## config.mk

```make
export PLATFORM = sky130hd
export DESIGN_NAME = frt_angle
export DESIGN_NICKNAME = d
export VERILOG_FILES = /design/src/rtl/core/frt_pkg.sv /design/src/rtl/core/frt_angle.sv
export SDC_FILE = /design/constraint.sdc
export NUM_CORES = 1
export LEC_CHECK = 0
export ABC_AREA = 1
export BUFFER_PORTS_ARGS = -buffer_cell sky130_fd_sc_hd__buf_2
export CAP_MARGIN = 20
export CORE_ASPECT_RATIO = 1.25
export CORE_MARGIN = 10
export CORE_UTILIZATION = 58
export CTS_CLUSTER_SIZE = 24
export DETAILED_ROUTE_END_ITERATION = 6
export PLACE_DENSITY = 0.89
export SLEW_MARGIN = 20
export SYNTH_ARGS = -nofsm -noshare
export SYNTH_HDL_FRONTEND = slang
export SYNTH_SLANG_ARGS = --single-unit
```

## constraint.sdc

```tcl
create_clock -name clk_i -period 3 [get_ports clk_i]
set_input_delay 0.45 -clock clk_i [delete_from_list [all_inputs] [get_ports clk_i]]
set_output_delay 0.45 -clock clk_i [all_outputs]
set_load 0.1 [all_outputs]
```

## src/rtl/core/frt_pkg.sv

```systemverilog
// Package for the quarter-turn frame rotator: command and register codes,
// rotation decode types and the result metadata struct. No dependencies.
package frt_pkg;

  typedef enum logic [0:0] {
    CMD_LOAD  = 1'b0,
    CMD_DRAIN = 1'b1
  } cmd_e;

  typedef enum logic [1:0] {
    ROT_0   = 2'd0,
    ROT_90  = 2'd1,
    ROT_180 = 2'd2,
    ROT_270 = 2'd3
  } rot_e;

  // decoded rotation; ok is low when the angle is not a quarter multiple
  typedef struct packed {
    logic ok;
    rot_e quarter;
  } rot_t;

  typedef struct packed {
    logic       valid;
    logic       row_end;
    logic       last;
    logic [7:0] out_width;
    logic [7:0] out_height;
  } meta_t;

  localparam int unsigned CFG_IDX_W  = 8;
  localparam int unsigned CFG_DATA_W = 16;

  localparam logic [CFG_IDX_W-1:0] CFG_FRAME_WIDTH  = 8'd0;
  localparam logic [CFG_IDX_W-1:0] CFG_FRAME_HEIGHT = 8'd1;
  localparam logic [CFG_IDX_W-1:0] CFG_ANGLE        = 8'd2;
  localparam logic [CFG_IDX_W-1:0] CFG_TURN_LEFT    = 8'd3;

  // angle mod 360 via reciprocal: q = (a * 11651) >> 22, exact for 16-bit a
  localparam int unsigned ANGLE_W     = 16;
  localparam int unsigned ANGLE_RECIP = 11651;
  localparam int unsigned ANGLE_SHIFT = 22;
  localparam int unsigned PROD_W      = 30;
  localparam int unsigned QUOT_W      = PROD_W - ANGLE_SHIFT;
  localparam int unsigned REM_FULL_W  = 17;

  localparam logic [8:0] FULL_TURN  = 9'd360;
  localparam logic [8:0] TURN_90    = 9'd90;
  localparam logic [8:0] TURN_180   = 9'd180;
  localparam logic [8:0] TURN_270   = 9'd270;

  // settle counter value loaded on each register write, covering the angle decode
  localparam logic [1:0] SETTLE_CYCLES = 2'd2;

endpackage

```

## src/rtl/core/frt_angle.sv

```systemverilog
// Angle decode: reduces the angle register modulo 360, applies the left
// turn and classifies the quarter. Two register stages. Uses frt_pkg.
module frt_angle (
  input  logic                         clk_i,
  input  logic                         rst_ni,
  input  logic [frt_pkg::ANGLE_W-1:0]  angle_i,
  input  logic                         turn_left_i,
  output frt_pkg::rot_t                rot_o
);
  import frt_pkg::*;

  logic [PROD_W-1:0]     prod_d, prod_q;
  logic [QUOT_W-1:0]     quot;
  logic [REM_FULL_W-1:0] rem_full;
  logic [8:0]            rem, turn;
  rot_t                  rot_d, rot_q;

  assign prod_d = PROD_W'(angle_i) * PROD_W'(ANGLE_RECIP);

  always_comb begin
    quot     = prod_q[PROD_W-1 -: QUOT_W];
    rem_full = REM_FULL_W'(angle_i) - REM_FULL_W'(quot) * REM_FULL_W'(FULL_TURN);
    rem      = rem_full[8:0];
    // left turn by d is a right turn by 360 - d; zero stays zero
    turn     = (turn_left_i && rem != 9'd0) ? (FULL_TURN - rem) : rem;
    rot_d.ok      = 1'b1;
    rot_d.quarter = ROT_0;
    if (turn == 9'd0) begin
      rot_d.quarter = ROT_0;
    end else if (turn == TURN_90) begin
      rot_d.quarter = ROT_90;
    end else if (turn == TURN_180) begin
      rot_d.quarter = ROT_180;
    end else if (turn == TURN_270) begin
      rot_d.quarter = ROT_270;
    end else begin
      rot_d.ok = 1'b0;
    end
  end

  always_ff @(posedge clk_i or negedge rst_ni) begin
    if (!rst_ni) begin
      prod_q        <= '0;
      rot_q.ok      <= 1'b1;
      rot_q.quarter <= ROT_0;
    end else begin
      prod_q <= prod_d;
      rot_q  <= rot_d;
    end
  end

  assign rot_o = rot_q;

endmodule

```

Word-level counts from Yosys, hierarchy flattened --
Index checks and enable logic that the tools add are counted.
Operators by class: add/sub/neg operators 2, reductions and logical operators 3, equal/unequal tests 3, muxes and demuxes 9, multiply operators 2
Operators with widths (count):
- 16-bit by 14-bit multiplier with 30-bit output (second input constant) | 1
- 9-bit by 7-bit == test with 1-bit output (second input constant) | 1
- 9-bit by 8-bit == test with 1-bit output (second input constant) | 1
- 9-bit == test (second input constant) | 1
- 9-bit logical NOT | 1
- 9-bit two-way mux | 1
- 9-bit nonzero test | 1
- 9-bit subtractor | 1
- 9-bit subtractor (first input constant) | 1
- 8-bit by 6-bit multiplier with 6-bit output (second input constant) | 1
- 2-bit two-way mux | 4
- 1-bit two-way mux | 4
- 1-bit logical AND | 1
Word-level totals: input bits 19, register bits after elaboration 33, output and inout bits 3, logic and storage cells 22

Depth between registers and ports, before layout --
depth in word-level cells 10, gate-level depth with buffers 24, depth with buffers taken out 24

Worst setup path after synthesis --
OpenSTA, ideal clock, no wires.
path kind input -> register, from input angle_i[5] in the netlist's numbering, to register prod_q[26], data arrival time 4.705 ns, setup time 0.123 ns, required time 2.877 ns, path slack -1.828 ns, stages 21, buffers on the path 0, cells stage by stage ha_1 inv_1 fa_1 inv_1 fa_1 inv_1 fa_1 inv_1 fa_1 inv_1 fa_1 inv_1 ha_1 a21oi_1 o21a_1 nor2_1 a211oi_1 nand2_1 nand2_1 nand2_1 xor2_1
On the way: cells in the longest elaborated chain, start to end 1
RTL lines:
- start: declaration | RTL line frt_angle.sv:6 | input logic [frt_pkg::ANGLE_W-1:0] angle_i,
- 16-bit by 14-bit multiplier with 30-bit output | RTL line frt_angle.sv:18 | assign prod_d = PROD_W'(angle_i) * PROD_W'(ANGLE_RECIP);
- net prod_d[26] | RTL line frt_angle.sv:12 | logic [PROD_W-1:0] prod_d, prod_q;
- end signal: assignment | RTL line frt_angle.sv:47 | prod_q <= prod_d;
- end: declaration | RTL line frt_angle.sv:12
The timed path passes the listed nets, and every way through them passes these cells.

Final worst setup path --
from input angle_i[2] in the netlist's numbering, to register prod_q[22]
Same word-level chain as after synthesis.

==> key figures <==
Synth
  – Cell count after synthesis: 553
  – Sequential area share after synthesis: 5.05%
  – Syn avg cell area: 8.11 sq um
  – Top FF cell, synth: dfrtp_1
  – Fraction of registers with async set or reset after synthesis: 100%
  – Synthesized flop and latch total: 9
  – Synth warn: 0
  – Synth cell types: 31
  – Number of flops mapped to enable cells by yosys: 0
  – Post-Syn Area: 0.00449 sq mm
  – Synth Net Count: 744

Timing
  – Final setup vio count: 9
  – Setup TNS: -10370 ps
  – RSZ-0062 raised after global routing: yes
  – Final period util: 156%
  – Worst Tran Pin Value: 487 ps
  – Fmax: 213 MHz
  – Relative slew slack: 67.7%
  – Layout Skew: 5.43 ps
  – Final hold vios: 0
  – Setup ws final: -1690 ps
  – Fin crit period: 4690 ps
  – Slew Limit Fails: 0

Route
  – Residual DRC: 0
  – Starting DRT DRC Count: 201
  – WL final: 13800 um
  – Via Count: 4247
  – Routed Antenna Nets: 0
  – Vias per cell: 5.69
  – Routed wl met2: 7620 um
  – Met3 routed WL: 609 um
  – Met1 wire length: 4410 um
  – Uppermost routed layer: met4
  – Drt wl/cell: 18.4 um
  – DRT Pass-1 Iters: 4

CTS
  – Clock root buffer: clkbuf_8
  – Clk_lat worst skew: 230 ps
  – CTS buffer count: 3
  – CTS H-tree lvls: 1
  – Clock Path Buffers: 2
  – CTS tree: yes
  – Clk sinks: 9
  – Clock transition at path regs: 50 ps

Global route
  – Global-route wire length before repair: 21900 um
  – Vias in the first global route: 4765
  – Initial antenna violation count: 0
  – Total grt overflow: 0
  – Largest net degree at the start of global routing: 10
  – GRT Util Overall: 22.5%

Die
  – Core area: 0.00744 sq mm
  – Die W: 98.7 um
  – Initial Util: 60.3%
  – # rows: 35
  – IO Pins: 22
  – Die height: 118 um
  – Die area: 0.0117 sq mm

Cells and area
  – Commonest non-fill, non-tap cell in the layout: inv_1
  – Nets: 847
  – Area of the multi-input gates: 0.00420 sq mm
  – Most frequent cells in the layout: 137 x inv_1, 100 x ha_1, 77 x buf_4
  – Syn-to-layout area delta: 31.4%
  – Ant. Diodes: 0
  – FILL cells: 447
  – Share of layout cells above drive strength 1: 30.2%
  – Register area: 226 sq um

Critical path
  – Worst EP arrival: 4800 ps
  – Critical Path Sink Type: flop
  – Worst-path fanout max: 3
  – Crit path required time: 3110 ps
  – Worst setup SP type: input port
  – WS Path Type: input port to flop

Placed design
  – Final HPWL from detailed placement: 10900 um
  – Gp weighted congestion: 0.901
  – DP Worst Slack: -1950 ps
  – Port bufs: 21

Hold path
  – HP Class: input port to asynchronous set/reset pin

Run
  – Maxcap violations: 0

Status
  – Failing checks: negative setup slack
  – Outcome: finished with violations
## routing by layer
metal / vias to the layer above / track usage (%)
li1: 1954 / -
met1: 2023 / 20.5
met2: 175 / 43.9
met3: 95 / 4.20
met4: 0 / 13.8
met5: - / 0
## metrics by stage
step | area (sq um) | std cells | util [%] | hold slack, ps
after floorplan | 4700 | 553 | - | 154
after global placement | 5440 | 735 | 73.1 | 303
after detailed placement | 5440 | 735 | 73.1 | 308
after CTS | 5720 | 744 | 76.8 | 64.9
after global routing | 5890 | 747 | 79.2 | 70.4
final | 5890 | 747 | 79.2 | 62.5
## timing repair
item | 4_1_cts | 5_1_grt
endpoints found under the setup margin | 9 | 9
pin swaps | 37 | 27
endpoints found under the hold margin | 0 | 0
hold buffers | 0 | 0
setup buffers | 6 | 3
resized for setup | 41 | 40
## cells by family after synthesis
group,after synthesis,share of synthesized area (%)
buffers and inverters,148,12.4
DFF,9,5.05
and+or+nand+nor,148,14.3
adders and majority gates,172,56.8
AOI/OAI and AO/OA,54,7.08
xor gates and xnor gates,22,4.30
## cell usage after synthesis, drive strengths merged, types with 4 or more instances
cell     n  area share (%)
inv    147              12
o21ai   11             1.2
xnor2    8             1.6
a21o     6             1.0
ha     119              33
nand3   27             3.1
nor2    24             2.2
a21oi   26             3.0
fa      53              24
nand4    4            0.56
nand2   85             7.4
xor2    14             2.7
dfrtp    8             4.5
## worst max-delay path, cell delays in order
cell and delay, ps:
buf_8 100, ha_4 270, inv_2 40, fa_1 520, inv_2 40, fa_1 490, inv_1 50, fa_1 490
inv_2 50, fa_1 500, inv_2 50, fa_1 500, inv_2 50, ha_4 240, a21oi_4 140, o21a_1 210
nor2_2 50, a211oi_2 150, nand2_1 120, buf_4 160, xor2_1 140
## path summary, 6_finish.rpt
path / startpoint / end / slack (ps) / depth (start not counted)
max: angle_i[2] / prod_q[22]$_DFF_PN0_ / -1690 / 21
min: rst_ni / prod_q[24]$_DFF_PN0_ / 60 / 1
max reg2reg: prod_q[23]$_DFF_PN0_ / rot_o[2]$_DFF_PN1_ / -320 / 21
min reg2reg: prod_q[22]$_DFF_PN0_ / rot_o[0]$_DFF_PN0_ / 1050 / 7
max in group asynchronous: rst_ni / rot_o[2]$_DFF_PN1_ / 2690 / 1
min in group clk_i: turn_left_i / rot_o[0]$_DFF_PN0_ / 840 / 7
## flip-flops by register name, summed over array words and instances (netlist names)
| name | count |
|---|---|
| prod_q | 6 |
| rot_o | 3 |
## layout make-up
cell class	instances	area share (%)
clock buffer	3	0.700
tap	92	1.95
clock inverter	1	0.0849
multi-input combinational	396	71.3
sequential	9	3.84
timing repair buffer	99	12.7
inverter	147	9.45
Power is not shown: default switching activity piles up to over one toggle a cycle in this logic, so the estimate is an artifact.
