==> src/rtl/core/frt_pkg.sv <==
// Package for the quarter-turn frame rotator: command and register codes,
// rotation decode types and the result metadata struct. No dependencies.
package frt_pkg;

  typedef enum logic [0:0] {
    CMD_LOAD  = 1'b0,
    CMD_DRAIN = 1'b1
  } cmd_e;

  typedef enum logic [1:0] {
    ROT_0   = 2'd0,
    ROT_90  = 2'd1,
    ROT_180 = 2'd2,
    ROT_270 = 2'd3
  } rot_e;

  // decoded rotation; ok is low when the angle is not a quarter multiple
  typedef struct packed {
    logic ok;
    rot_e quarter;
  } rot_t;

  typedef struct packed {
    logic       valid;
    logic       row_end;
    logic       last;
    logic [7:0] out_width;
    logic [7:0] out_height;
  } meta_t;

  localparam int unsigned CFG_IDX_W  = 8;
  localparam int unsigned CFG_DATA_W = 16;

  localparam logic [CFG_IDX_W-1:0] CFG_FRAME_WIDTH  = 8'd0;
  localparam logic [CFG_IDX_W-1:0] CFG_FRAME_HEIGHT = 8'd1;
  localparam logic [CFG_IDX_W-1:0] CFG_ANGLE        = 8'd2;
  localparam logic [CFG_IDX_W-1:0] CFG_TURN_LEFT    = 8'd3;

  // angle mod 360 via reciprocal: q = (a * 11651) >> 22, exact for 16-bit a
  localparam int unsigned ANGLE_W     = 16;
  localparam int unsigned ANGLE_RECIP = 11651;
  localparam int unsigned ANGLE_SHIFT = 22;
  localparam int unsigned PROD_W      = 30;
  localparam int unsigned QUOT_W      = PROD_W - ANGLE_SHIFT;
  localparam int unsigned REM_FULL_W  = 17;

  localparam logic [8:0] FULL_TURN  = 9'd360;
  localparam logic [8:0] TURN_90    = 9'd90;
  localparam logic [8:0] TURN_180   = 9'd180;
  localparam logic [8:0] TURN_270   = 9'd270;

  // settle counter value loaded on each register write, covering the angle decode
  localparam logic [1:0] SETTLE_CYCLES = 2'd2;

endpackage

==> src/rtl/core/frt_seq.sv <==
// Request sequencer: load and emit address counters, frame store access,
// result metadata. Drives the frt_ram port. Uses frt_pkg.
module frt_seq #(
  parameter int unsigned MAX_DIM    = 128,
  parameter int unsigned PIXEL_BITS = 32
) (
  input  logic                              clk_i,
  input  logic                              rst_ni,
  input  logic                              req_i,
  input  logic                              command_i,
  input  logic [31:0]                       pixel_i,
  input  logic [7:0]                        frame_width_i,
  input  logic [7:0]                        frame_height_i,
  input  frt_pkg::rot_t                     rot_i,
  output logic                              ram_en_o,
  output logic                              ram_we_o,
  output logic [2*$clog2(MAX_DIM)-1:0]      ram_addr_o,
  output logic [PIXEL_BITS-1:0]             ram_wdata_o,
  output frt_pkg::meta_t                    meta_o
);
  import frt_pkg::*;

  localparam int unsigned IDX_W = $clog2(MAX_DIM);
  localparam int unsigned CMP_W = (IDX_W + 1 > 8) ? IDX_W + 1 : 8;

  logic              req_q;
  cmd_e              cmd_q;
  logic [31:0]       pix_q;
  logic [IDX_W-1:0]  load_row_d, load_row_q, load_col_d, load_col_q;
  logic [IDX_W-1:0]  emit_row_d, emit_row_q, emit_col_d, emit_col_q;
  logic              loaded_d, loaded_q;
  meta_t             meta_d, meta_q;

  logic [CMP_W-1:0]  w_eff, h_eff, ow, oh;
  logic [CMP_W-1:0]  lr, lc, er, ec, sr, sc;
  logic              col_wrap, row_wrap;

  always_ff @(posedge clk_i or negedge rst_ni) begin
    if (!rst_ni) begin
      req_q <= 1'b0;
      cmd_q <= CMD_LOAD;
    end else begin
      req_q <= req_i;
      if (req_i) begin
        cmd_q <= cmd_e'(command_i);
      end
    end
  end

  always_ff @(posedge clk_i) begin
    if (req_i) begin
      pix_q <= pixel_i;
    end
  end

  // register value 0 acts as 1, above MAX_DIM acts as MAX_DIM
  always_comb begin
    if (frame_width_i == 8'd0) begin
      w_eff = CMP_W'(1);
    end else if (CMP_W'(frame_width_i) > CMP_W'(MAX_DIM)) begin
      w_eff = CMP_W'(MAX_DIM);
    end else begin
      w_eff = CMP_W'(frame_width_i);
    end
    if (frame_height_i == 8'd0) begin
      h_eff = CMP_W'(1);
    end else if (CMP_W'(frame_height_i) > CMP_W'(MAX_DIM)) begin
      h_eff = CMP_W'(MAX_DIM);
    end else begin
      h_eff = CMP_W'(frame_height_i);
    end
  end

  always_comb begin
    load_row_d  = load_row_q;
    load_col_d  = load_col_q;
    emit_row_d  = emit_row_q;
    emit_col_d  = emit_col_q;
    loaded_d    = loaded_q;
    meta_d      = meta_q;
    meta_d.valid = 1'b0;
    ram_en_o    = 1'b0;
    ram_we_o    = 1'b0;
    ram_addr_o  = '0;
    ram_wdata_o = PIXEL_BITS'(pix_q);
    col_wrap    = 1'b0;
    row_wrap    = 1'b0;
    lr = CMP_W'(load_row_q);
    lc = CMP_W'(load_col_q);
    ec = CMP_W'(emit_col_q);
    er = CMP_W'(emit_row_q);
    sr = '0;
    sc = '0;
    if (rot_i.quarter == ROT_90 || rot_i.quarter == ROT_270) begin
      ow = h_eff;
      oh = w_eff;
    end else begin
      ow = w_eff;
      oh = h_eff;
    end

    if (req_q && cmd_q == CMD_LOAD) begin
      if (lr >= h_eff || lc >= w_eff) begin
        lr = '0;
        lc = '0;
      end
      if (lr == '0 && lc == '0) begin
        loaded_d = 1'b0;
      end
      ram_en_o   = 1'b1;
      ram_we_o   = 1'b1;
      ram_addr_o = {lr[IDX_W-1:0], lc[IDX_W-1:0]};
      col_wrap   = (lc + CMP_W'(1)) >= w_eff;
      row_wrap   = (lr + CMP_W'(1)) >= h_eff;
      if (col_wrap) begin
        load_col_d = '0;
        if (row_wrap) begin
          load_row_d = '0;
          loaded_d   = 1'b1;
          emit_row_d = '0;
          emit_col_d = '0;
        end else begin
          load_row_d = IDX_W'(lr + CMP_W'(1));
        end
      end else begin
        load_row_d = lr[IDX_W-1:0];
        load_col_d = IDX_W'(lc + CMP_W'(1));
      end
    end else if (req_q && cmd_q == CMD_DRAIN && loaded_q && rot_i.ok) begin
      if (er >= oh || ec >= ow) begin
        er = '0;
        ec = '0;
      end
      unique case (rot_i.quarter)
        ROT_0: begin
          sr = er;
          sc = ec;
        end
        ROT_90: begin
          sr = h_eff - CMP_W'(1) - ec;
          sc = er;
        end
        ROT_180: begin
          sr = h_eff - CMP_W'(1) - er;
          sc = w_eff - CMP_W'(1) - ec;
        end
        ROT_270: begin
          sr = ec;
          sc = w_eff - CMP_W'(1) - er;
        end
        default: begin
          sr = er;
          sc = ec;
        end
      endcase
      ram_en_o   = 1'b1;
      ram_addr_o = {sr[IDX_W-1:0], sc[IDX_W-1:0]};
      col_wrap   = (ec + CMP_W'(1)) >= ow;
      row_wrap   = (er + CMP_W'(1)) >= oh;
      meta_d.valid      = 1'b1;
      meta_d.out_width  = 8'(ow);
      meta_d.out_height = 8'(oh);
      meta_d.row_end    = col_wrap;
      meta_d.last       = col_wrap && row_wrap;
      if (col_wrap) begin
        emit_col_d = '0;
        if (row_wrap) begin
          emit_row_d = '0;
          loaded_d   = 1'b0;
        end else begin
          emit_row_d = IDX_W'(er + CMP_W'(1));
        end
      end else begin
        emit_row_d = er[IDX_W-1:0];
        emit_col_d = IDX_W'(ec + CMP_W'(1));
      end
    end
  end

  always_ff @(posedge clk_i or negedge rst_ni) begin
    if (!rst_ni) begin
      load_row_q   <= '0;
      load_col_q   <= '0;
      emit_row_q   <= '0;
      emit_col_q   <= '0;
      loaded_q     <= 1'b0;
      meta_q       <= '0;
    end else begin
      load_row_q   <= load_row_d;
      load_col_q   <= load_col_d;
      emit_row_q   <= emit_row_d;
      emit_col_q   <= emit_col_d;
      loaded_q     <= loaded_d;
      meta_q       <= meta_d;
    end
  end

  assign meta_o = meta_q;

`ifndef SYNTHESIS
  a_result_from_drain: assert property (@(posedge clk_i) disable iff (!rst_ni)
    meta_q.valid |-> $past(req_q && cmd_q == CMD_DRAIN))
    else $error("result without a drain request");

  a_last_ends_row: assert property (@(posedge clk_i) disable iff (!rst_ni)
    (meta_q.valid && meta_q.last) |-> meta_q.row_end)
    else $error("last pixel not at row end");

  a_last_clears_frame: assert property (@(posedge clk_i) disable iff (!rst_ni)
    (meta_q.valid && meta_q.last) |-> !loaded_q)
    else $error("frame still marked loaded after last pixel");
`endif

endmodule

==> config.mk <==
export PLATFORM = sky130hd
export DESIGN_NAME = frt_seq
export DESIGN_NICKNAME = d
export VERILOG_FILES = /design/src/rtl/core/frt_pkg.sv /design/src/rtl/core/frt_seq.sv
export SDC_FILE = /design/constraint.sdc
export NUM_CORES = 1
export LEC_CHECK = 0
export BUFFER_PORTS_ARGS = -buffer_cell sky130_fd_sc_hd__buf_2
export CELL_PAD_IN_SITES_DETAIL_PLACEMENT = 1
export CELL_PAD_IN_SITES_GLOBAL_PLACEMENT = 1
export CORE_MARGIN = 4
export CORE_UTILIZATION = 43
export DETAILED_ROUTE_END_ITERATION = 12
export GPL_ROUTABILITY_DRIVEN = 0
export PLACE_DENSITY = 0.82
export SYNTH_ARGS = -nofsm -noshare
export SYNTH_HDL_FRONTEND = slang
export SYNTH_SLANG_ARGS = --single-unit
==> constraint.sdc <==
create_clock -name clk_i -period 7.66 [get_ports clk_i]
set_input_delay 0.383 -clock clk_i [delete_from_list [all_inputs] [get_ports clk_i]]
set_output_delay 0.383 -clock clk_i [all_outputs]
set_load 0.02 [all_outputs]
# Word level (Yosys, flattened, before mapping)
# Cells that the tools add are included.
[classes] add_sub_neg=10 n_mux=44 order_cmp=10 eq_ne=5 n_reduce_logical=20 bitwise=2
[ops] operator="$mux W7" count=16
[ops] operator="$mux W8" count=12
[ops] operator="$pmux W7 S4" count=2
[ops] operator="$mux W19" count=2
[ops] operator="$add A8 B1 Y8 const B" count=4
[ops] operator="$ge A7 B8 Y1" count=4
[ops] operator="$ge A8 B8 Y1" count=4
[ops] operator="$logic_not A8 Y1" count=4
[ops] operator="$mux W14" count=2
[ops] operator="$sub A7 B7 Y7" count=4
[ops] operator="$gt A8 B8 Y1 const B" count=2
[ops] operator="$sub A7 B1 Y7 const B" count=2
[ops] operator="$mux W1" count=10
[ops] operator="$logic_and A1 B1 Y1" count=6
[ops] operator="$reduce_and A3 Y1" count=2
[ops] operator="$reduce_bool A2 Y1" count=3
[ops] operator="$eq A2 B2 Y1 const B" count=2
[ops] operator="$ne A2 B1 Y1 const B" count=2
[ops] operator="$logic_or A1 B1 Y1" count=3
[ops] operator="$eq A2 B1 Y1 const B" count=1
[ops] operator="$logic_not A2 Y1" count=1
[ops] operator="$not A1 Y1" count=2
[ops] operator="$reduce_and A2 Y1" count=1
[word_totals] input_bits=55 ff_bits=82 out_inout_bits=67

# Logic depth before layout (Yosys ltp)
# Gate-level depths: netlist of the first run.
[depth] word_depth=15 ltp_mapped=30 ltp_nobuf=27

# Least setup slack after synthesis of the first run
# No wires, ideal clock.
[synth_path] kind="input to register" from="in frame_height_i[2]" to="reg emit_row_q[1]" path_buffers=1 slack_ns=1.410 path_stages=27 arrival_time_ns=6.184 setup_time_ns=0.066 required_ns=7.594 path_cell_list="or4_1 > nor3_1 > nor2_1 > nor2_1 > nand2_1 > o21ai_0 > ha_1 > nand2b_1 > a211oi_1 > a2111oi_2 > o31a_4 > nor3_2 > clkbuf_1 > and2_1 > ha_1 > nand3_1 > or3_1 > a21oi_1 > ha_1 > nand2_1 > nor2_1 > a211oi_1 > or4bb_1 > or4_1 > nand3_1 > and2_1 > a22o_1"
[synth_between] elab_chain_len=15
[synth_lines] item="start: declaration" line="frt_seq.sv:13" source="input logic [7:0] frame_height_i,"
[synth_lines] item="$gt A8 B8 Y1" line="frt_seq.sv:67" source="end else if (CMP_W'(frame_height_i) > CMP_W'(MAX_DIM)) begin"
[synth_lines] item="$mux W8" line="frt_seq.sv:67"
[synth_lines] item="$mux W8 (*)" line="frt_seq.sv:65" source="if (frame_height_i == 8'd0) begin"
[synth_lines] item="$mux W8 (*)" line="frt_seq.sv:94" source="if (rot_i.quarter == ROT_90 || rot_i.quarter == ROT_270) begin"
[synth_lines] item="net oh[0]" line="frt_seq.sv:34" source="logic [CMP_W-1:0] w_eff, h_eff, ow, oh;"
[synth_lines] item="$ge A7 B8 Y1" line="frt_seq.sv:130" source="if (er >= oh || ec >= ow) begin"
[synth_lines] item="$logic_or A1 B1 Y1" line="frt_seq.sv:130"
[synth_lines] item="$mux W7" line="frt_seq.sv:130"
[synth_lines] item="$mux W8" line="frt_seq.sv:129" source="end else if (req_q && cmd_q == CMD_DRAIN && loaded_q && rot_i.ok) begin"
[synth_lines] item="$mux W8" line="frt_seq.sv:102" source="if (req_q && cmd_q == CMD_LOAD) begin"
[synth_lines] item="$add A8 B1 Y8" line="frt_seq.sv:171" source="emit_row_d = IDX_W'(er + CMP_W'(1));"
[synth_lines] item="$ge A8 B8 Y1" line="frt_seq.sv:159" source="row_wrap = (er + CMP_W'(1)) >= oh;"
[synth_lines] item="$mux W7" line="frt_seq.sv:167" source="if (row_wrap) begin"
[synth_lines] item="$mux W7 (*)" line="frt_seq.sv:165" source="if (col_wrap) begin"
[synth_lines] item="$mux W7 (*)" line="frt_seq.sv:129"
[synth_lines] item="$mux W7 (*)" line="frt_seq.sv:102"
[synth_lines] item="end signal: assignment" line="frt_seq.sv:191" source="emit_row_q <= emit_row_d;"
[synth_lines] item="end: declaration" line="frt_seq.sv:30" source="logic [IDX_W-1:0] emit_row_d, emit_row_q, emit_col_d, emit_col_q;"
# Mark *: on every way through the listed nets, which the timed path passes. The rest lies on a longest branch. The select of a mux whose other input is x is not followed.
# A chain may end at the register's enable or synchronous reset.

# Worst setup path in the final report of the first run
[layout_path] from="in frame_width_i[2]" to="reg emit_row_q[1]"
[layout_between] elab_chain_len=15
[layout_lines] item="start: declaration" line="frt_seq.sv:12" source="input logic [7:0] frame_width_i,"
[layout_lines] item="$gt A8 B8 Y1" line="frt_seq.sv:60" source="end else if (CMP_W'(frame_width_i) > CMP_W'(MAX_DIM)) begin"
[layout_lines] item="$mux W8" line="frt_seq.sv:60"
[layout_lines] item="$mux W8 (*)" line="frt_seq.sv:58" source="if (frame_width_i == 8'd0) begin"
[layout_lines] item="$mux W8 (*)" line="frt_seq.sv:94"
[layout_lines] item="net oh[0]" line="frt_seq.sv:34"
[layout_lines] item="$ge A7 B8 Y1" line="frt_seq.sv:130"
[layout_lines] item="$logic_or A1 B1 Y1" line="frt_seq.sv:130"
[layout_lines] item="$mux W7" line="frt_seq.sv:130"
[layout_lines] item="$mux W8" line="frt_seq.sv:129"
[layout_lines] item="$mux W8" line="frt_seq.sv:102"
[layout_lines] item="$add A8 B1 Y8" line="frt_seq.sv:171"
[layout_lines] item="$ge A8 B8 Y1" line="frt_seq.sv:159"
[layout_lines] item="$mux W7" line="frt_seq.sv:167"
[layout_lines] item="$mux W7 (*)" line="frt_seq.sv:165"
[layout_lines] item="$mux W7 (*)" line="frt_seq.sv:129"
[layout_lines] item="$mux W7 (*)" line="frt_seq.sv:102"
# Marks and branches as above.

==> flow_summary.json, run 1 <==
{
  "dp_cells": 1029,
  "pre_cts_ws_ns": 0.537,
  "antennaDiodeCount": 0,
  "drive_above_1_share_pct": 19.8,
  "post-route-util_pct": 50.5,
  "detail-route-antenna-nets": 0,
  "cp.buffers_inverters": 3,
  "synthXorXnorAreaFrac_pct": 4.59,
  "swShare_pct": 41.4,
  "hpwl_um": 18500,
  "syn_nets": 886,
  "synth-adder-area-share_pct": 15.0,
  "worstSetupPathType": "input port to register",
  "synth_area_leader_cell": "dfrtp_1",
  "routedWlPerCell_um": 22.4,
  "crit_arrival_ns": 7.23,
  "drt_first_iter_violations": 527,
  "ys_seq_area_share_pct": 33.1,
  "power_density_mw_per_mm2": 242,
  "h-tree-depth": 3,
  "dpl-instance-area_sq_mm": 0.00737,
  "worstReg2RegEnd": "emit_row_q[1]",
  "multi_input_area_sq_mm": 0.00411,
  "clk_latency_ns": 0.35,
  "ys_warn_count": 0,
  "worstMarginPinSlew_ns": 0.870,
  "synth_edf_count": 32,
  "post-route-period-util_pct": 90.6,
  "io_buffers": 121,
  "status": "completed",
  "synth-main-ff-cell": "dfrtp_1",
  "switchingPower_mw": 0.770,
  "design_area_sq_mm": 0.00768,
  "synth_area_sq_mm": 0.00668,
  "avgSynthCellArea_sq_um": 8.87,
  "intPower_mw": 1.09,
  "ys_types": 80,
  "drc_errors": 0,
  "drt-vias-per-instance": 6.15,
  "grt_max_degree": 51,
  "setup_viol": 0,
  "numCtsBuffers": 9,
  "hold_viol": 0,
  "ff2ff_path_depth": 22,
  "design.core.area_sq_mm": 0.0152,
  "critPathMaxStageDelay_ns": 0.54,
  "p_leak_nw": 3.60,
  "async_reset_ff_share_pct": 61.0,
  "cp_max_fo": 8,
  "firstDrtPassIters": 5,
  "cts_resized": 0,
  "cp.required_ns": 7.95,
  "final.setup.worst_slack_ns": 0.718,
  "seq_power_share_pct": 34.1,
  "cts_sinks": 82,
  "muxShareOfSynthArea_pct": 2.92,
  "clock.fmax_ghz": 0.144,
  "cts.path.max_buffers": 2,
  "p_clk_share_pct": 23.7,
  "grt_pass1_vias": 6837,
  "synth_top_family_by_area": "compound AO/OA/AOI/OAI gates",
  "die_x_um": 133,
  "critical-path-slowest-cell": "or4bb_1",
  "grt_use_met1_pct": 34.1,
  "gr-max-usage-layer": "met2",
  "fin_total_pwr_mw": 1.86,
  "power_frac_comb_pct": 42.1,
  "drv_slew": 0,
  "register_area_sq_mm": 0.00221,
  "antenna_found_initial": 0,
  "reg2reg_setup_slack_ns": 1.82,
  "synth_area_leaders": "dfrtp_1, edfxtp_1, ha_1",
  "ios": 122,
  "cts.clk_slew.worst_paths_ns": 0.06,
  "synth_top_area_share_pct": 18.7,
  "vdd_drop_max_v": 0.000100,
  "hp-class": "input port to async pin",
  "netlist_instances": 753,
  "grt_usage_pct": 26.6,
  "use_met2_pct": 44.6,
  "critPathLaunchType": "input port",
  "synth_simple_gate_area_share_pct": 18.4,
  "die-height_um": 133,
  "timing.slew.headroom_pct": 42.0,
  "die-area_sq_mm": 0.0176,
  "start_util_pct": 43.9,
  "cp_top_family": "simple AND/OR/NAND/NOR gates",
  "crit_top_cell": "ha_1",
  "postCtsSetupRepairBufs": 0,
  "cts_tree": "yes",
  "setup_tns_ns": 0,
  "cts-root-buf": "clkbuf_16",
  "end_kind": "register",
  "nFillCells": 1845,
  "grt_pass1_wl_um": 37000,
  "synth-compound-area-share_pct": 20.6,
  "fin_skew_ns": 0.00708,
  "max_cap_viol_count": 0,
  "areaGrowthSynthToFinish_pct": 15.0,
  "num_rows": 45,
  "finalNonFillerCells": 1045,
  "holdWs_ns": 0.154,
  "vias": 6423,
  "synth-seq-cells": 82,
  "holdBufCountCts": 0,
  "min_period_ns": 6.94,
  "grtUsageMet3_pct": 4.68,
  "postRouteWirelength_um": 23400,
  "r2r-start": "emit_row_q[0]",
  "grt_remaining_overflow": 0,
  "finalNetCount": 985,
  "rsz0062_at_grt": "false"
}
-- worst reg2reg max path: stages (launching register included) --
cell and delay [ns]:
dfrtp_1 0.49, inv_1 0.09, ha_1 0.29, nand2b_1 0.16, a211oi_1 0.30, a2111oi_2 0.15
o31a_4 0.17, nor3_2 0.41, nand2_1 0.18, inv_1 0.11, ha_1 0.25, nand3_1 0.19
or3_1 0.42, a21oi_1 0.18, ha_1 0.25, nand2_1 0.09, nor2_1 0.05, a211oi_1 0.35
or4bb_1 0.54, or4_1 0.45, nand3_1 0.25, and2_1 0.25, a22o_1 0.17
-- state kept, by name, indices dropped and copies added (netlist names) --
register / count
cmd_q: 1
meta_o: 19
req_q: 1
emit_col_q: 7
loaded_q: 1
emit_row_q: 7
load_col_q: 7
load_row_q: 7
ram_wdata_o: 32
-- power groups by stage --
stage / logic, mW / registers, mW / clock network (mW)
4_1_cts: 0.777 / 0.635 / 0.451
6_report: 0.784 / 0.636 / 0.442
3_3_place_gp: 0.729 / 0.640 / 0
5_1_grt: 0.864 / 0.648 / 0.469
3_5_place_dp: 0.771 / 0.643 / 0
2_1_floorplan: 0.475 / 0.668 / 0
-- cells by family after synthesis --
group	count (synthesis)
simple gates	256
fa+ha+maj	79
flops	82
buf+inv	82
mux	17
compound gates	202
xor+xnor	35
-- cells in the final DEF, fill, tap and decap left out, types with 6 or more instances in the layout --
cell and instances:
a21o_1 17, a21oi_1 42, a22o_1 11, a22oi_1 8
a31oi_1 13, a32oi_1 7, buf_2 121, buf_4 6
clkbuf_16 9, dfrtp_1 50, edfxtp_1 32, ha_1 76
inv_1 42, mux2_2 10, mux2i_1 6, nand2_1 92
nand2b_1 14, nand3_1 32, nand4_1 7, nor2_1 58
nor2b_1 7, nor3_1 9, nor4_1 7, o21ai_0 48
o21bai_1 6, o31ai_1 6, xnor2_1 19, xor2_1 16
-- cell usage after synthesis (5+ instances only) --
master    instances
nand3_1          32
mux2i_1           6
a32oi_1           7
clkbuf_1         29
nor3_1            9
nand2b_1         14
a211oi_1          5
nor2b_1           7
o21bai_1          6
a221o_1           5
nor2_1           58
ha_1             76
a22oi_1           8
a22o_1           11
edfxtp_1         32
nand2_1          92
a21oi_1          42
nand4_1           7
a31oi_1          13
dfrtp_1          50
xnor2_1          19
o31ai_1           6
and3_1            5
inv_1            42
o21ai_0          48
mux2_2           10
a21o_1           17
xor2_1           16
nor4_1            7
-- worst max path at each step --
stage                                 start            end  depth (start not counted)
after floorplan           frame_height_i[2]  emit_row_q[1]                         27
after global placement     frame_width_i[2]  emit_row_q[3]                         27
after detailed placement   frame_width_i[2]  emit_row_q[1]                         27
after CTS                  frame_width_i[2]  emit_row_q[1]                         27
after global routing       frame_width_i[2]  emit_row_q[2]                         27
final                      frame_width_i[2]  emit_row_q[1]                         27
-- cell type report --
class / count / share of cell area [%]
Clock buffer: 12 / 3.34
Clock inverter: 4 / 0.668
Inverter: 43 / 2.10
Multi-Input combinational cell: 589 / 53.5
Sequential cell: 82 / 28.8
Tap cell: 188 / 3.06
Timing Repair Buffer: 127 / 8.47
-- per-layer routing --
metal	wire (um)	share of wire, %
met5	0	0
met4	748	3.2
met3	1760	7.5
met2	10900	47
met1	9930	42
Power figures use the tool's default switching activity.
==> run 2: changes to the inputs <==
--- a/config.mk
+++ b/config.mk
@@ -12,7 +12,7 @@
 export CORE_UTILIZATION = 43
 export DETAILED_ROUTE_END_ITERATION = 12
 export GPL_ROUTABILITY_DRIVEN = 0
-export PLACE_DENSITY = 0.82
+export PLACE_DENSITY_LB_ADDON = 0.1
 export SYNTH_ARGS = -nofsm -noshare
 export SYNTH_HDL_FRONTEND = slang
 export SYNTH_SLANG_ARGS = --single-unit
==> run 2 against run 1 <==
  * Register-to-register slack gained 0.13 ns
  * Global-route usage down 0.31 points
  * Fmax rose by 1.1%
  * Routed wire length shrank 1.8%
  * Sequential cell count stayed put
  * Critical path depth up 2
  * Combinational power decreased by 1%
  * Die area stayed put
  * Critical path type unchanged
  * Largest power group unchanged
==> flow_summary.json, run 2 (synthesis gave the netlist of run 1 again) <==
{
  "status": "completed",
  "cts_tree": "yes",
  "cp.required_ns": 7.88,
  "fin_total_pwr_mw": 1.82,
  "swShare_pct": 42.7,
  "clock.fmax_ghz": 0.146,
  "grt_usage_pct": 26.2,
  "crit_arrival_ns": 7.09,
  "grt_max_degree": 51,
  "fin_skew_ns": 0.0116,
  "drt_first_iter_violations": 394,
  "detail-route-antenna-nets": 0,
  "cts_sinks": 82,
  "grt_remaining_overflow": 0,
  "areaGrowthSynthToFinish_pct": 14.5,
  "hpwl_um": 18500,
  "start_util_pct": 43.9,
  "postCtsSetupRepairBufs": 0,
  "hp-class": "input port to async pin",
  "min_period_ns": 6.87,
  "p_clk_share_pct": 22.4,
  "layout_commonest_cell": "buf_2",
  "critical-path-slowest-cell": "or4_1",
  "power_frac_comb_pct": 42.5,
  "worstSetupPathType": "input port to register",
  "cts.clk_slew.worst_paths_ns": 0.06,
  "finalNetCount": 984,
  "vdd_drop_max_v": 0.000106,
  "num_rows": 45,
  "cts-root-buf": "clkbuf_16",
  "switchingPower_mw": 0.777,
  "antenna_found_initial": 0,
  "setup_viol": 0,
  "cp_top_family": "simple AND/OR/NAND/NOR gates",
  "ios": 122,
  "max_cap_viol_count": 0,
  "cp_max_fo": 30,
  "die-height_um": 133,
  "antennaDiodeCount": 0,
  "rsz0062_at_grt": "false",
  "timing.slew.headroom_pct": 44.0,
  "hold_viol": 0,
  "seq_power_share_pct": 35.1,
  "setup_tns_ns": 0,
  "nFillCells": 1847,
  "grt_pass1_wl_um": 36300,
  "largest_reg_flops": 32,
  "end_kind": "register",
  "numCtsBuffers": 9,
  "drt-vias-per-instance": 5.97,
  "holdBufCountCts": 0,
  "drv_slew": 0,
  "post-route-period-util_pct": 89.7,
  "p_leak_nw": 3.57,
  "critPathMaxStageDelay_ns": 0.55,
  "die-area_sq_mm": 0.0176,
  "crit_top_cell": "nor2_1",
  "design.core.area_sq_mm": 0.0152,
  "power_density_mw_per_mm2": 238,
  "routedWlPerCell_um": 22.0,
  "drc_errors": 0,
  "drive_above_1_share_pct": 19.7,
  "final_cell_mix": "buf_2, nand2_1, ha_1",
  "worstMarginPinSlew_ns": 0.837,
  "post-route-util_pct": 50.3,
  "vias": 6232,
  "critPathLaunchType": "input port",
  "cp.buffers_inverters": 3,
  "cts.path.max_buffers": 2,
  "grt_pass1_vias": 6571,
  "firstDrtPassIters": 5,
  "cts_resized": 0,
  "h-tree-depth": 3,
  "io_buffers": 121,
  "postRouteWirelength_um": 23000,
  "intPower_mw": 1.04,
  "clk_latency_ns": 0.35,
  "die_x_um": 133
}
## run 2: cell count changes in the layout (fill, tap and decap cells not counted), sizes merged
cell / before / now
clkbuf: 12 / 10
clkinvlp: 1 / 3
bufinv: 1 / 0
inv: 43 / 45
buf: 127 / 126
clkinv: 2 / 1
## run 2: final timing paths
check / from / slack (ns) / depth (start not counted) / endpoint
worst max-delay path: frame_height_i[2] / 0.79 / 29 / emit_row_q[0]
worst min-delay path: rst_ni / 0.15 / 2 / meta_o[17]
worst max register to register: emit_row_q[0] / 1.95 / 23 / emit_row_q[0]
worst min register to register: meta_o[0] / 0.47 / 2 / meta_o[0]
max in group asynchronous: rst_ni / 7.08 / 2 / load_col_q[1]
min in group clk_i: pixel_i[26] / 0.21 / 1 / ram_wdata_o[26]
## run 2: final cells by class
cell class,count,area [sq um],share of cell area (%)
multi-input combinational,589,4110,53.8
sequential,82,2210,28.9
timing repair buffer,126,643,8.41
tap,188,235,3.08
clock buffer,10,229,3.00
inverter,43,161,2.11
clock inverter,6,51.3,0.671
## run 2: routing by layer
metal,part of all wire [%],wire (um),global-route usage [%]
met1,44,10000,33.5
met2,47,10900,43.6
met3,5.9,1350,5.48
met4,3.3,750,10.3
met5,0,0,0
## run 2: power by group through the flow
| stage | registers, mW | clock network, mW | logic [mW] |
|---|---|---|---|
| 2_1_floorplan | 0.668 | 0 | 0.475 |
| 3_3_place_gp | 0.641 | 0 | 0.737 |
| 3_5_place_dp | 0.647 | 0 | 0.769 |
| 4_1_cts | 0.638 | 0.415 | 0.773 |
| 5_1_grt | 0.649 | 0.435 | 0.860 |
| 6_report | 0.638 | 0.407 | 0.773 |
## run 2: stage by stage
step	instances	instance area (sq um)	hold WS, ns	setup slack (ns)
floorplan	753	6680	0.0874	1.41
global placement	1028	7360	0.454	0.953
detailed placement	1028	7360	0.466	0.613
CTS	1044	7640	0.179	0.813
global route	1044	7640	0.196	0.377
finish	1044	7640	0.152	0.792
==> run 3: changes to the inputs <==
--- a/config.mk
+++ b/config.mk
@@ -5,12 +5,12 @@
 export SDC_FILE = /design/constraint.sdc
 export NUM_CORES = 1
 export LEC_CHECK = 0
-export BUFFER_PORTS_ARGS = -buffer_cell sky130_fd_sc_hd__buf_2
 export CELL_PAD_IN_SITES_DETAIL_PLACEMENT = 1
 export CELL_PAD_IN_SITES_GLOBAL_PLACEMENT = 1
 export CORE_MARGIN = 4
-export CORE_UTILIZATION = 43
+export CORE_UTILIZATION = 49
 export DETAILED_ROUTE_END_ITERATION = 12
+export DONT_BUFFER_PORTS = 1
 export GPL_ROUTABILITY_DRIVEN = 0
 export PLACE_DENSITY_LB_ADDON = 0.1
 export SYNTH_ARGS = -nofsm -noshare
==> run 3 against run 2 <==
  * Register-to-register slack got worse by 0.02 ns
  * Sequential cell count did not move
  * Combinational power down 18%
  * Final cell count fell by 12%
==> flow_summary.json, run 3 (synthesis gave the netlist of run 1 again) <==
{
  "status": "completed",
  "antennaDiodeCount": 0,
  "cts-root-buf": "clkbuf_16",
  "layout_commonest_cell": "nand2_1",
  "firstDrtPassIters": 4,
  "worstMarginPinSlew_ns": 0.811,
  "routedWlPerCell_um": 24.5,
  "p_clk_share_pct": 24.9,
  "min_period_ns": 6.57,
  "cp_max_fo": 30,
  "holdBufCountCts": 2,
  "antenna_found_initial": 0,
  "cts_tree": "yes",
  "max_cap_viol_count": 0,
  "post-route-util_pct": 53.3,
  "detail-route-antenna-nets": 0,
  "post-route-period-util_pct": 85.8,
  "vias": 5849,
  "num_rows": 42,
  "worstReg2RegEnd": "emit_row_q[1]",
  "cts_sinks": 82,
  "clock.fmax_ghz": 0.152,
  "io_buffers": 0,
  "holdWs_ns": 0.0682,
  "crit_end": "emit_row_q[1]",
  "cts_resized": 0,
  "largest_reg_flops": 32,
  "hpwl_um": 17400,
  "die-height_um": 125,
  "clk_latency_ns": 0.35,
  "grt_max_degree": 51,
  "rsz0062_at_grt": "false",
  "crit_start": "rot_i[0]",
  "h-tree-depth": 3,
  "design_area_sq_mm": 0.00709,
  "grt_pass1_wl_um": 34600,
  "cts.path.max_buffers": 2,
  "numCtsBuffers": 9,
  "cts.clk_slew.worst_paths_ns": 0.07,
  "reg2reg_setup_slack_ns": 1.93,
  "ios": 122,
  "swShare_pct": 42.8,
  "hp-class": "input port to register",
  "r2r-start": "emit_col_q[0]",
  "drt_first_iter_violations": 379,
  "dpl-instance-area_sq_mm": 0.00675,
  "design.core.area_sq_mm": 0.0133,
  "die-area_sq_mm": 0.0156,
  "areaGrowthSynthToFinish_pct": 6.20,
  "power_frac_comb_pct": 35.3,
  "power_density_mw_per_mm2": 254,
  "grt_pass1_vias": 6029,
  "switchingPower_mw": 0.771,
  "fin_skew_ns": 0.00937,
  "drt-vias-per-instance": 6.40,
  "finalNetCount": 866,
  "ff2ff_path_depth": 22,
  "grt_remaining_overflow": 0,
  "drive_above_1_share_pct": 6.78,
  "worstSetupPathType": "input port to register",
  "vdd_drop_max_v": 0.000105,
  "final_cell_mix": "nand2_1, ha_1, nor2_1",
  "hold_viol": 0,
  "cp.required_ns": 7.95,
  "grt_usage_pct": 28.4,
  "end_kind": "register",
  "crit_arrival_ns": 6.86,
  "seq_power_share_pct": 39.8,
  "die_x_um": 125,
  "start_util_pct": 50.2,
  "postCtsSetupRepairBufs": 0,
  "intPower_mw": 1.03,
  "drv_slew": 0,
  "timing.slew.headroom_pct": 45.9,
  "setup_viol": 0,
  "drc_errors": 0,
  "critPathLaunchType": "input port",
  "p_leak_nw": 3.08,
  "postRouteWirelength_um": 22400,
  "setup_tns_ns": 0
}
==> run 3: cell count changes in the layout (fill, tap and decap cells not counted), sizes merged <==
cell	previous run	this run
clkinvlp	3	1
bufinv	0	1
dlygate4sd3	0	1
buf	126	7
clkinv	1	2
==> run 3: final cells by class <==
type / instances / area [sq um]
clock buffers: 10 / 229
clock inverters: 6 / 75.1
fillers: 1566 / 6200
inverters: 43 / 161
multi-input cells: 589 / 4110
flip-flops and latches: 82 / 2210
well taps: 176 / 220
repair buffers: 8 / 82.6
==> run 3: per-stage QoR <==
| stage | total power [mW] | worst slack [ns] | cells |
|---|---|---|---|
| global route | 1.92 | 0.631 | 914 |
| finish | 1.80 | 1.09 | 914 |
| detailed placement | 1.34 | 0.931 | 896 |
| CTS | 1.81 | 1.24 | 914 |
| floorplan | 1.14 | 1.41 | 753 |
| global placement | 1.30 | 1.17 | 896 |
==> run 3: worst max-delay path, stage by stage <==
cell and delay, ns:
ha_1 0.46, nor2_8 0.48, nor2_1 0.10, a21oi_1 0.36, ha_1 0.32, a21boi_0 0.15
o31ai_1 0.28, a221oi_2 0.22, nor3_2 0.47, nand2_1 0.17, inv_1 0.11, ha_1 0.23
nand3_1 0.19, or3_1 0.42, a21oi_1 0.18, ha_1 0.25, nand2_1 0.07, nor2_1 0.05
a211oi_1 0.34, or4bb_1 0.51, or4_1 0.41, nand3_1 0.25, and2_1 0.27, a22o_1 0.16
==> run 3: worst min-delay path by stage <==
| stage | startpoint | endpoint | slack [ns] | cells past startpoint |
|---|---|---|---|---|
| global route | req_i | req_q | 0.05 | 0 |
| finish | req_i | req_q | 0.07 | 0 |
| CTS | req_i | req_q | 0.04 | 0 |
| floorplan | rst_ni | cmd_q | 0.09 | 0 |
| global placement | rst_ni | meta_o[10] | 0.09 | 0 |
| detailed placement | rst_ni | meta_o[12] | 0.09 | 0 |
==> run 3: power by group through the flow <==
| stage | combinational (mW) | clock, mW | sequential, mW |
|---|---|---|---|
| 5_1_grt | 0.712 | 0.482 | 0.726 |
| 6_report | 0.636 | 0.448 | 0.718 |
| 3_3_place_gp | 0.581 | 0 | 0.719 |
| 2_1_floorplan | 0.475 | 0 | 0.668 |
| 4_1_cts | 0.630 | 0.462 | 0.718 |
| 3_5_place_dp | 0.614 | 0 | 0.724 |
==> run 3: layer usage <==
| metal | vias to the layer above | routed length (um) | track usage (%) |
|---|---|---|---|
| met5 | - | 0 | 0 |
| met4 | 0 | 456 | 8.25 |
| met3 | 24 | 1480 | 6.73 |
| met2 | 209 | 10800 | 47.8 |
| met1 | 2933 | 9660 | 36.2 |
| li1 | 2683 | - | - |
